===== src/design/fmpd_pkg.sv =====
// Shared constants, types and the arctangent table of the FM phase discriminator.
package fmpd_pkg;

	localparam int IN_W   = 16;
	localparam int OUT_W  = 20;
	localparam int GAIN_W = 20;
	localparam int Z_W    = 32;
	localparam int DATA_W = 32;
	localparam int ADDR_W = 3;
	localparam int ATAN_LEN = 24;

	localparam int SAMPLE_WIDTH_DEF  = 16;
	localparam int ANGLE_WIDTH_DEF   = 16;
	localparam int CORDIC_STAGES_DEF = 16;

	localparam logic [GAIN_W-1:0] GAIN_RESET = GAIN_W'(64000);

	// register index, taken from paddr[2]
	localparam logic REG_GAIN = 1'b0;

	localparam logic [Z_W-1:0] Z_ZERO    = 32'h0000_0000;
	localparam logic [Z_W-1:0] Z_QUARTER = 32'h4000_0000;
	localparam logic [Z_W-1:0] Z_HALF    = 32'h8000_0000;
	localparam logic [Z_W-1:0] Z_THREEQ  = 32'hC000_0000;

	typedef struct packed {
		logic vld;
		logic byp;   // exact phase already set, cells pass it through
	} ctl_t;

	// atan(2^-k), 2^32 per turn, rounded
	function automatic logic [Z_W-1:0] atan_entry(input int unsigned k);
		logic [Z_W-1:0] v;
		unique case (k)
			0:  v = 32'h2000_0000;
			1:  v = 32'h12E4_051E;
			2:  v = 32'h09FB_385B;
			3:  v = 32'h0511_11D4;
			4:  v = 32'h028B_0D43;
			5:  v = 32'h0145_D7E1;
			6:  v = 32'h00A2_F61E;
			7:  v = 32'h0051_7C55;
			8:  v = 32'h0028_BE53;
			9:  v = 32'h0014_5F2F;
			10: v = 32'h000A_2F98;
			11: v = 32'h0005_17CC;
			12: v = 32'h0002_8BE6;
			13: v = 32'h0001_45F3;
			14: v = 32'h0000_A2FA;
			15: v = 32'h0000_517D;
			16: v = 32'h0000_28BE;
			17: v = 32'h0000_145F;
			18: v = 32'h0000_0A30;
			19: v = 32'h0000_0518;
			20: v = 32'h0000_028C;
			21: v = 32'h0000_0146;
			22: v = 32'h0000_00A3;
			23: v = 32'h0000_0051;
			default: v = Z_ZERO;
		endcase
		return v;
	endfunction

endpackage


===== src/design/fmpd_if.sv =====
// Valid/ready channel interfaces for sample pairs in and frequency words out.
interface fmpd_in_if import fmpd_pkg::*; ();
	logic                    valid;
	logic                    ready;
	logic signed [IN_W-1:0]  i_sample;
	logic signed [IN_W-1:0]  q_sample;

	modport source (output valid, i_sample, q_sample, input ready);
	modport sink   (input valid, i_sample, q_sample, output ready);
endinterface

interface fmpd_out_if import fmpd_pkg::*; ();
	logic                    valid;
	logic                    ready;
	logic signed [OUT_W-1:0] freq_out;

	modport source (output valid, freq_out, input ready);
	modport sink   (input valid, freq_out, output ready);
endinterface


===== src/design/fmpd_cell.sv =====
// One CORDIC vectoring cell: a fixed shift and a fixed arctangent step, or a pass-through when bypassed.
module fmpd_cell import fmpd_pkg::*; #(
	parameter int K  = 0,
	parameter int XW = 18
) (
	input  logic                 clk,
	input  logic                 arst_n,
	input  logic                 adv,
	input  ctl_t                 ctl_in,
	input  logic signed [XW-1:0] x_in,
	input  logic signed [XW-1:0] y_in,
	input  logic [Z_W-1:0]       z_in,
	output ctl_t                 ctl_out,
	output logic signed [XW-1:0] x_out,
	output logic signed [XW-1:0] y_out,
	output logic [Z_W-1:0]       z_out
);

	localparam logic [Z_W-1:0] ATAN_K = atan_entry(K);

	ctl_t                 ctl_q;
	logic signed [XW-1:0] x_q, y_q, x_nx, y_nx, xs, ys;
	logic [Z_W-1:0]       z_q, z_nx;

	always_comb begin
		xs = x_in >>> K;
		ys = y_in >>> K;
		if (ctl_in.byp) begin
			x_nx = x_in;
			y_nx = y_in;
			z_nx = z_in;
		end else if (!y_in[XW-1]) begin
			x_nx = x_in + ys;
			y_nx = y_in - xs;
			z_nx = z_in + ATAN_K;
		end else begin
			x_nx = x_in - ys;
			y_nx = y_in + xs;
			z_nx = z_in - ATAN_K;
		end
	end

	always_ff @(posedge clk or negedge arst_n) begin
		if (!arst_n) begin
			ctl_q <= '0;
		end else if (adv) begin
			ctl_q <= ctl_in;
		end
	end

	always_ff @(posedge clk) begin
		if (adv && ctl_in.vld) begin
			x_q <= x_nx;
			y_q <= y_nx;
			z_q <= z_nx;
		end
	end

	assign ctl_out = ctl_q;
	assign x_out   = x_q;
	assign y_out   = y_q;
	assign z_out   = z_q;

endmodule


===== src/design/fmpd_scale.sv =====
// Phase rounding, difference against the previous phase, gain multiply and output register.
module fmpd_scale import fmpd_pkg::*; #(
	parameter int ANGLE_WIDTH = ANGLE_WIDTH_DEF
) (
	input  logic                    clk,
	input  logic                    arst_n,
	input  logic                    adv,
	input  ctl_t                    ctl_in,
	input  logic [Z_W-1:0]          z_in,
	input  logic [GAIN_W-1:0]       gain,
	output logic                    out_vld,
	output logic signed [OUT_W-1:0] freq
);

	localparam int PW = GAIN_W + ANGLE_WIDTH + 1;
	localparam logic [Z_W-1:0] HALF_LSB = Z_W'(1) << (Z_W - 1 - ANGLE_WIDTH);

	logic [Z_W-1:0]                zr;
	logic [ANGLE_WIDTH-1:0]        phase, last_q;
	logic signed [ANGLE_WIDTH-1:0] delta_q;
	logic                          dvld_q, out_vld_q;
	logic signed [PW-1:0]          prod;
	logic signed [OUT_W-1:0]       freq_q;

	always_comb begin
		zr    = z_in + HALF_LSB;
		phase = zr[Z_W-1 -: ANGLE_WIDTH];
		prod  = PW'($signed({1'b0, gain})) * PW'(delta_q);
	end

	always_ff @(posedge clk or negedge arst_n) begin
		if (!arst_n) begin
			dvld_q    <= 1'b0;
			out_vld_q <= 1'b0;
			last_q    <= '0;
		end else if (adv) begin
			dvld_q    <= ctl_in.vld;
			out_vld_q <= dvld_q;
			if (ctl_in.vld)
				last_q <= phase;
		end
	end

	always_ff @(posedge clk) begin
		if (adv && ctl_in.vld)
			delta_q <= phase - last_q;   // wraps to +/- half a turn
		if (adv && dvld_q)
			freq_q <= prod[ANGLE_WIDTH +: OUT_W];
	end

	assign out_vld = out_vld_q;
	assign freq    = freq_q;

endmodule


===== src/design/fm_phase_discriminator.sv =====
// FM phase discriminator top level: quadrant fold, row of CORDIC cells, differencing and scaling.
// Register path: input register, cell row, difference register, output register to out_ch.
// Throughput: one word per cycle while out_ch takes words; the cell row and the two
//   scaling stages all hold together when the output register is full and not taken.
// Reset clears every valid bit and the stored phase, and sets demod_gain to 64000.
module fm_phase_discriminator import fmpd_pkg::*; #(
	parameter int SAMPLE_WIDTH  = SAMPLE_WIDTH_DEF,
	parameter int ANGLE_WIDTH   = ANGLE_WIDTH_DEF,
	parameter int CORDIC_STAGES = CORDIC_STAGES_DEF
) (
	input  logic              clk,
	input  logic              arst_n,
	fmpd_in_if.sink           in_ch,
	fmpd_out_if.source        out_ch,
	input  logic              psel,
	input  logic              penable,
	input  logic              pwrite,
	input  logic [ADDR_W-1:0] paddr,
	input  logic [DATA_W-1:0] pwdata,
	output logic [DATA_W-1:0] prdata,
	output logic              pready
);

	localparam int XW = SAMPLE_WIDTH + 2;
	localparam int NC = (CORDIC_STAGES < ATAN_LEN) ? CORDIC_STAGES : ATAN_LEN;

	logic                        adv, out_vld;
	logic [GAIN_W-1:0]           gain_q;
	logic signed [SAMPLE_WIDTH-1:0] i_sw, q_sw;
	logic signed [XW-1:0]        ix, qy, x_pre, y_pre;
	logic [Z_W-1:0]              z_pre;
	logic                        byp_pre;

	ctl_t                 ctl_c [0:NC];
	logic signed [XW-1:0] x_c   [0:NC];
	logic signed [XW-1:0] y_c   [0:NC];
	logic [Z_W-1:0]       z_c   [0:NC];

	ctl_t                 ctl_s1;
	logic signed [XW-1:0] x_s1, y_s1;
	logic [Z_W-1:0]       z_s1;

	// configuration port
	assign pready = 1'b1;
	assign prdata = (paddr[2] == REG_GAIN) ? DATA_W'(gain_q) : '0;

	always_ff @(posedge clk or negedge arst_n) begin
		if (!arst_n) begin
			gain_q <= GAIN_RESET;
		end else if (psel && penable && pwrite && paddr[2] == REG_GAIN) begin
			gain_q <= pwdata[GAIN_W-1:0];
		end
	end

	assign adv         = !out_vld || out_ch.ready;
	assign in_ch.ready = adv;

	// quadrant fold into the right half plane; Q of zero gets its exact phase
	always_comb begin
		i_sw    = SAMPLE_WIDTH'(in_ch.i_sample);
		q_sw    = SAMPLE_WIDTH'(in_ch.q_sample);
		ix      = XW'(i_sw);
		qy      = XW'(q_sw);
		x_pre   = ix;
		y_pre   = qy;
		z_pre   = Z_ZERO;
		byp_pre = 1'b0;
		if (qy == '0) begin
			byp_pre = 1'b1;
			if (ix > 0)
				z_pre = Z_ZERO;
			else if (ix < 0)
				z_pre = Z_HALF;
			else
				z_pre = Z_QUARTER;
		end else if (ix[XW-1]) begin
			if (!qy[XW-1]) begin
				x_pre = qy;
				y_pre = -ix;
				z_pre = Z_QUARTER;
			end else begin
				x_pre = -qy;
				y_pre = ix;
				z_pre = Z_THREEQ;
			end
		end
	end

	always_ff @(posedge clk or negedge arst_n) begin
		if (!arst_n) begin
			ctl_s1 <= '0;
		end else if (adv) begin
			ctl_s1.vld <= in_ch.valid;
			ctl_s1.byp <= byp_pre;
		end
	end

	always_ff @(posedge clk) begin
		if (adv && in_ch.valid) begin
			x_s1 <= x_pre;
			y_s1 <= y_pre;
			z_s1 <= z_pre;
		end
	end

	assign ctl_c[0] = ctl_s1;
	assign x_c[0]   = x_s1;
	assign y_c[0]   = y_s1;
	assign z_c[0]   = z_s1;

	for (genvar k = 0; k < NC; k++) begin : g_cell
		fmpd_cell #(
			.K  (k),
			.XW (XW)
		) u_cell (
			.clk     (clk),
			.arst_n  (arst_n),
			.adv     (adv),
			.ctl_in  (ctl_c[k]),
			.x_in    (x_c[k]),
			.y_in    (y_c[k]),
			.z_in    (z_c[k]),
			.ctl_out (ctl_c[k+1]),
			.x_out   (x_c[k+1]),
			.y_out   (y_c[k+1]),
			.z_out   (z_c[k+1])
		);
	end

	fmpd_scale #(
		.ANGLE_WIDTH (ANGLE_WIDTH)
	) u_scale (
		.clk     (clk),
		.arst_n  (arst_n),
		.adv     (adv),
		.ctl_in  (ctl_c[NC]),
		.z_in    (z_c[NC]),
		.gain    (gain_q),
		.out_vld (out_vld),
		.freq    (out_ch.freq_out)
	);

	assign out_ch.valid = out_vld;

endmodule


===== src/flat_wrapper.sv =====
// flat-port wrapper written by rule: the top's interface ports become plain ports
module fm_phase_discriminator_flat import fmpd_pkg::*;
#(
	parameter int SAMPLE_WIDTH  = SAMPLE_WIDTH_DEF,
	parameter int ANGLE_WIDTH   = ANGLE_WIDTH_DEF,
	parameter int CORDIC_STAGES = CORDIC_STAGES_DEF
)
  (clk, arst_n, psel, penable, pwrite, paddr, pwdata, prdata, pready, in_ch_valid, in_ch_i_sample, in_ch_q_sample, in_ch_ready, out_ch_valid, out_ch_freq_out, out_ch_ready);
  fmpd_in_if in_ch_i ();
  fmpd_out_if out_ch_i ();
  input  logic clk;
  input  logic arst_n;
  input  logic psel;
  input  logic penable;
  input  logic pwrite;
  input  logic [ADDR_W-1:0] paddr;
  input  logic [DATA_W-1:0] pwdata;
  output logic [DATA_W-1:0] prdata;
  output logic pready;
  input wire logic [$bits(in_ch_i.valid)-1:0] in_ch_valid;
  input wire logic [$bits(in_ch_i.i_sample)-1:0] in_ch_i_sample;
  input wire logic [$bits(in_ch_i.q_sample)-1:0] in_ch_q_sample;
  output wire logic [$bits(in_ch_i.ready)-1:0] in_ch_ready;
  output wire logic [$bits(out_ch_i.valid)-1:0] out_ch_valid;
  output wire logic [$bits(out_ch_i.freq_out)-1:0] out_ch_freq_out;
  input wire logic [$bits(out_ch_i.ready)-1:0] out_ch_ready;
  assign in_ch_i.valid = in_ch_valid;
  assign in_ch_i.i_sample = in_ch_i_sample;
  assign in_ch_i.q_sample = in_ch_q_sample;
  assign in_ch_ready = in_ch_i.ready;
  assign out_ch_valid = out_ch_i.valid;
  assign out_ch_freq_out = out_ch_i.freq_out;
  assign out_ch_i.ready = out_ch_ready;
  fm_phase_discriminator #(.SAMPLE_WIDTH(SAMPLE_WIDTH), .ANGLE_WIDTH(ANGLE_WIDTH), .CORDIC_STAGES(CORDIC_STAGES)) u_core (.clk(clk), .arst_n(arst_n), .in_ch(in_ch_i), .out_ch(out_ch_i), .psel(psel), .penable(penable), .pwrite(pwrite), .paddr(paddr), .pwdata(pwdata), .prdata(prdata), .pready(pready));
endmodule

===== config.mk =====
export PLATFORM = sky130hd
export DESIGN_NAME = fm_phase_discriminator_flat
export DESIGN_NICKNAME = d
export VERILOG_FILES = /design/src/design/fmpd_pkg.sv /design/src/design/fmpd_if.sv /design/src/design/fmpd_cell.sv /design/src/design/fmpd_scale.sv /design/src/design/fm_phase_discriminator.sv /design/src/flat_wrapper.sv
export SDC_FILE = /design/constraint.sdc
export NUM_CORES = 2
export LEC_CHECK = 0
export BUFFER_PORTS_ARGS = -buffer_cell sky130_fd_sc_hd__buf_2
export CORE_MARGIN = 8
export CORE_UTILIZATION = 40
export CTS_CLUSTER_DIAMETER = 50
export DETAILED_ROUTE_END_ITERATION = 8
export PLACE_DENSITY = 0.57
export SLEW_MARGIN = 0
export SYNTH_ARGS = -nofsm -noshare
export SYNTH_HDL_FRONTEND = slang
export SYNTH_SLANG_ARGS = --single-unit
export TNS_END_PERCENT = 100

===== constraint.sdc =====
create_clock -name clk -period 12.33 [get_ports clk]
set_input_delay 2.466 -clock clk [delete_from_list [all_inputs] [get_ports clk]]
set_output_delay 2.466 -clock clk [all_outputs]
set_load 0.005 [all_outputs]

==> flow_metrics.tcl <==
set metrics [dict create \
    reg2reg_slack_ns 4.23 \
    grt_setup_unrepaired "no" \
    cts_setup_buffers 0 \
    cts.path.max_buffers 3 \
    routabilityCongestion 0.877 \
    grt_pass1_wl_mm 401 \
    maxCapViolCount 0 \
    remaining_drc_errors 0 \
    htreeDepth 4 \
    slew-limit-headroom 0.256 \
    die_y_um 517 \
    grt_pass1_vias 77600 \
    slew_violations 0 \
    nets 12500 \
    ys.flop_type "edfxtp_1" \
    cp.arrival_ns 8.65 \
    clkSlewWorstSetupHoldPaths_ns 0.06 \
    setup_violations 0 \
    std_cell_rows 184 \
    track_usage 0.180 \
    fmax_ghz 0.123 \
    critical_path_class "reg -> reg" \
    min_path_type "reg -> reg" \
    endpoint "u_core.u_scale.freq[17]" \
    ys_types 94 \
    avgRoutedWirePerCell_um 17.1 \
    r2r_end "u_core.u_scale.freq[17]" \
    cp-startpoint "u_core.u_scale.delta_q[2]" \
    fill_cells 24200 \
    yosysWarnings 0 \
    die_w_um 517 \
    crit_path_start_kind "flop" \
    critPathCaptureType "flop" \
    via_count 78500 \
    synth_enable_flop_cells 1006 \
    reg2reg_depth 20 \
    cts_sinks 1077 \
    antenna_found_initial 5 \
    ys_ff_latch 1077 \
    tns_ns 0 \
    numCtsBuffers 161 \
    clk_latency_ns 0.81 \
    ys_seq_area_frac 0.318 \
    grt_remaining_overflow 0 \
    die-area_um2 267000 \
    async_flop_share 0.0659 \
    synthToLayoutAreaGrowth_pct 9.40 \
    grt_max_degree 106 \
    cts_resized 0 \
    ios 129 \
    final_hold_viol_count 0 \
    initial_core_util 0.401 \
    cts_hold_buf 0 \
    drive_gt1_frac 0.0616 \
    drt-initial-drc-count 4754 \
    core_area_um2 250000 \
    dr.pass1.iters 6 \
    cp_max_fo 20 \
    totalWireLength_mm 248 \
    status "completed" \
    synthesis.area_um2 100000 \
    worstPathRequired_ns 12.88 \
    finClkSkew_ns 0.0391 \
    avgSynthCellArea_um2 9.07 \
    ant_nets 0 \
    r2r-start "u_core.u_scale.delta_q[2]" \
    tightest_slew_ns 1.12 \
    cts_tree "built" \
    layout_worst_path_cycle_share 0.657 \
    hpwlAfterDp_mm 192 \
    cts_root_buf "clkbuf_16" \
    netlist_instances 11100 \
    via_per_inst 5.40 \
    io_buffers 101 \
    finalCriticalPeriod_ns 8.10 \
]
## worst min-delay path by stage
stage,endpoint,from,cells after the start
floorplan,u_core.g_cell[10].u_cell.z_out[0],u_core.g_cell[9].u_cell.z_out[0],0
global placement,u_core.g_cell[3].u_cell.z_out[1],u_core.g_cell[2].u_cell.z_out[1],0
detailed placement,u_core.g_cell[3].u_cell.z_out[1],u_core.g_cell[2].u_cell.z_out[1],0
CTS,u_core.g_cell[3].u_cell.z_out[1],u_core.g_cell[2].u_cell.z_out[1],0
global route,u_core.g_cell[3].u_cell.z_out[1],u_core.g_cell[2].u_cell.z_out[1],0
finish,u_core.g_cell[10].u_cell.z_out[0],u_core.g_cell[9].u_cell.z_out[0],0
## sequential cells by signal (all words and copies together) (netlist names)
| name | count |
|---|---|
| u_core.g_cell.u_cell.z_out | 441 |
| u_core.g_cell.u_cell.y_out | 253 |
| u_core.g_cell.u_cell.x_out | 238 |
| u_core.g_cell.u_cell.ctl_out | 31 |
| u_core.gain_q | 20 |
| u_core.u_scale.freq | 20 |
| u_core.x_s1 | 18 |
| u_core.y_s1 | 18 |
| u_core.u_scale.delta_q | 16 |
| u_core.u_scale.last_q | 16 |
| u_core.ctl_c | 2 |
| u_core.z_s1 | 2 |
| u_core.u_scale.dvld_q | 1 |
| u_core.u_scale.out_vld | 1 |
## placed cells by master (no fill, tap or decap), drive strengths merged, types with 170 or more instances in the layout
cell type and n:
nor2 639, a21oi 763, and2 212, ha 1086
o21ai 1090, nor3 232, nand2 1316, buf 170
inv 780, xnor2 578, edfxtp 1006, xor2 442
a21o 337, fa 295, clkbuf 192
## metal layers
layer | wire [µm] | GRT usage
met5 | 12 | 0
met4 | 6670 | 0.0537
met3 | 10400 | 0.0248
met2 | 118000 | 0.312
met1 | 113000 | 0.234
## cells by family after synthesis
group,Yosys count,synth area share
DFF,1077,0.318
buffers and inverters,1133,0.0429
muxes,196,0.0211
adders and majority gates,1381,0.194
xor gates and xnor gates,1020,0.0889
and+or+nand+nor,3208,0.148
AOI/OAI and AO/OA,3059,0.186
other,2,0.0000748
## area by class of cell
| class | count | area [µm²] | share of cell area |
|---|---|---|---|
| well taps | 3348 | 4190 | 0.0381 |
| diodes | 3 | 7.51 | 0.0000683 |
| clock inverters | 111 | 1300 | 0.0118 |
| clock buffers | 192 | 4300 | 0.0391 |
| inverters | 754 | 2830 | 0.0257 |
| multi-input cells | 8877 | 64200 | 0.584 |
| flip-flops and latches | 1077 | 32000 | 0.291 |
| repair buffers | 170 | 1030 | 0.00933 |
## synth_stat cells, types with 24 or more instances
| master | number | area share |
|---|---|---|
| a211o_1 | 25 | 0.0022 |
| a211oi_1 | 84 | 0.0063 |
| a21boi_0 | 36 | 0.0027 |
| a21o_1 | 337 | 0.025 |
| a21oi_1 | 761 | 0.038 |
| a31oi_1 | 82 | 0.0051 |
| and2_1 | 212 | 0.013 |
| and3_1 | 101 | 0.0063 |
| buf_1 | 42 | 0.0016 |
| clkbuf_1 | 318 | 0.012 |
| dfrtp_1 | 65 | 0.016 |
| edfxtp_1 | 1006 | 0.30 |
| fa_1 | 295 | 0.059 |
| ha_1 | 1086 | 0.14 |
| inv_1 | 747 | 0.028 |
| mux2_2 | 124 | 0.014 |
| mux2i_1 | 72 | 0.0072 |
| nand2_1 | 1316 | 0.049 |
| nand2b_1 | 120 | 0.0075 |
| nand3_1 | 164 | 0.0082 |
| nand4_1 | 48 | 0.0030 |
| nor2_1 | 639 | 0.024 |
| nor2b_1 | 122 | 0.0076 |
| nor3_1 | 232 | 0.012 |
| nor3b_1 | 30 | 0.0022 |
| nor4_1 | 43 | 0.0027 |
| nor4b_1 | 25 | 0.0022 |
| o211ai_1 | 48 | 0.0036 |
| o21a_1 | 93 | 0.0069 |
| o21ai_0 | 1082 | 0.054 |
| o21bai_1 | 161 | 0.012 |
| o31ai_1 | 97 | 0.0072 |
| o41ai_1 | 24 | 0.0021 |
| or2_2 | 28 | 0.0017 |
| or3_1 | 71 | 0.0044 |
| xnor2_1 | 578 | 0.050 |
| xor2_1 | 442 | 0.039 |
## worst max-delay path, cell delays in order (launching register included)
cell and delay [ns]:
edfxtp_1 0.98, nand2_1 0.18, fa_1 0.52, fa_1 0.53, fa_1 0.52, inv_1 0.06
fa_1 0.50, fa_1 0.49, inv_1 0.05, fa_1 0.48, inv_1 0.05, ha_1 0.34
nand4_1 0.26, or4_1 0.57, o211ai_1 0.66, a211oi_1 0.29, o31ai_1 0.52, a41o_1 0.41
a211o_1 0.20, a21oi_1 0.09, xnor2_1 0.13
## stage by stage
step / setup WS [ns] / util / cells / hold WS, ns / area (µm²)
2_1_floorplan: 5.79 / - / 11100 / 0.400 / 101000
3_3_place_gp: 4.38 / 0.416 / 14200 / 0.408 / 104000
3_5_place_dp: 4.35 / 0.416 / 14200 / 0.408 / 104000
4_1_cts: 4.29 / 0.439 / 14500 / 0.422 / 110000
5_1_grt: 3.84 / 0.439 / 14500 / 0.436 / 110000
6_report: 4.23 / 0.439 / 14500 / 0.418 / 110000
Power is not shown: default switching activity piles up to over one toggle a cycle in this logic, so the estimate is an artifact.
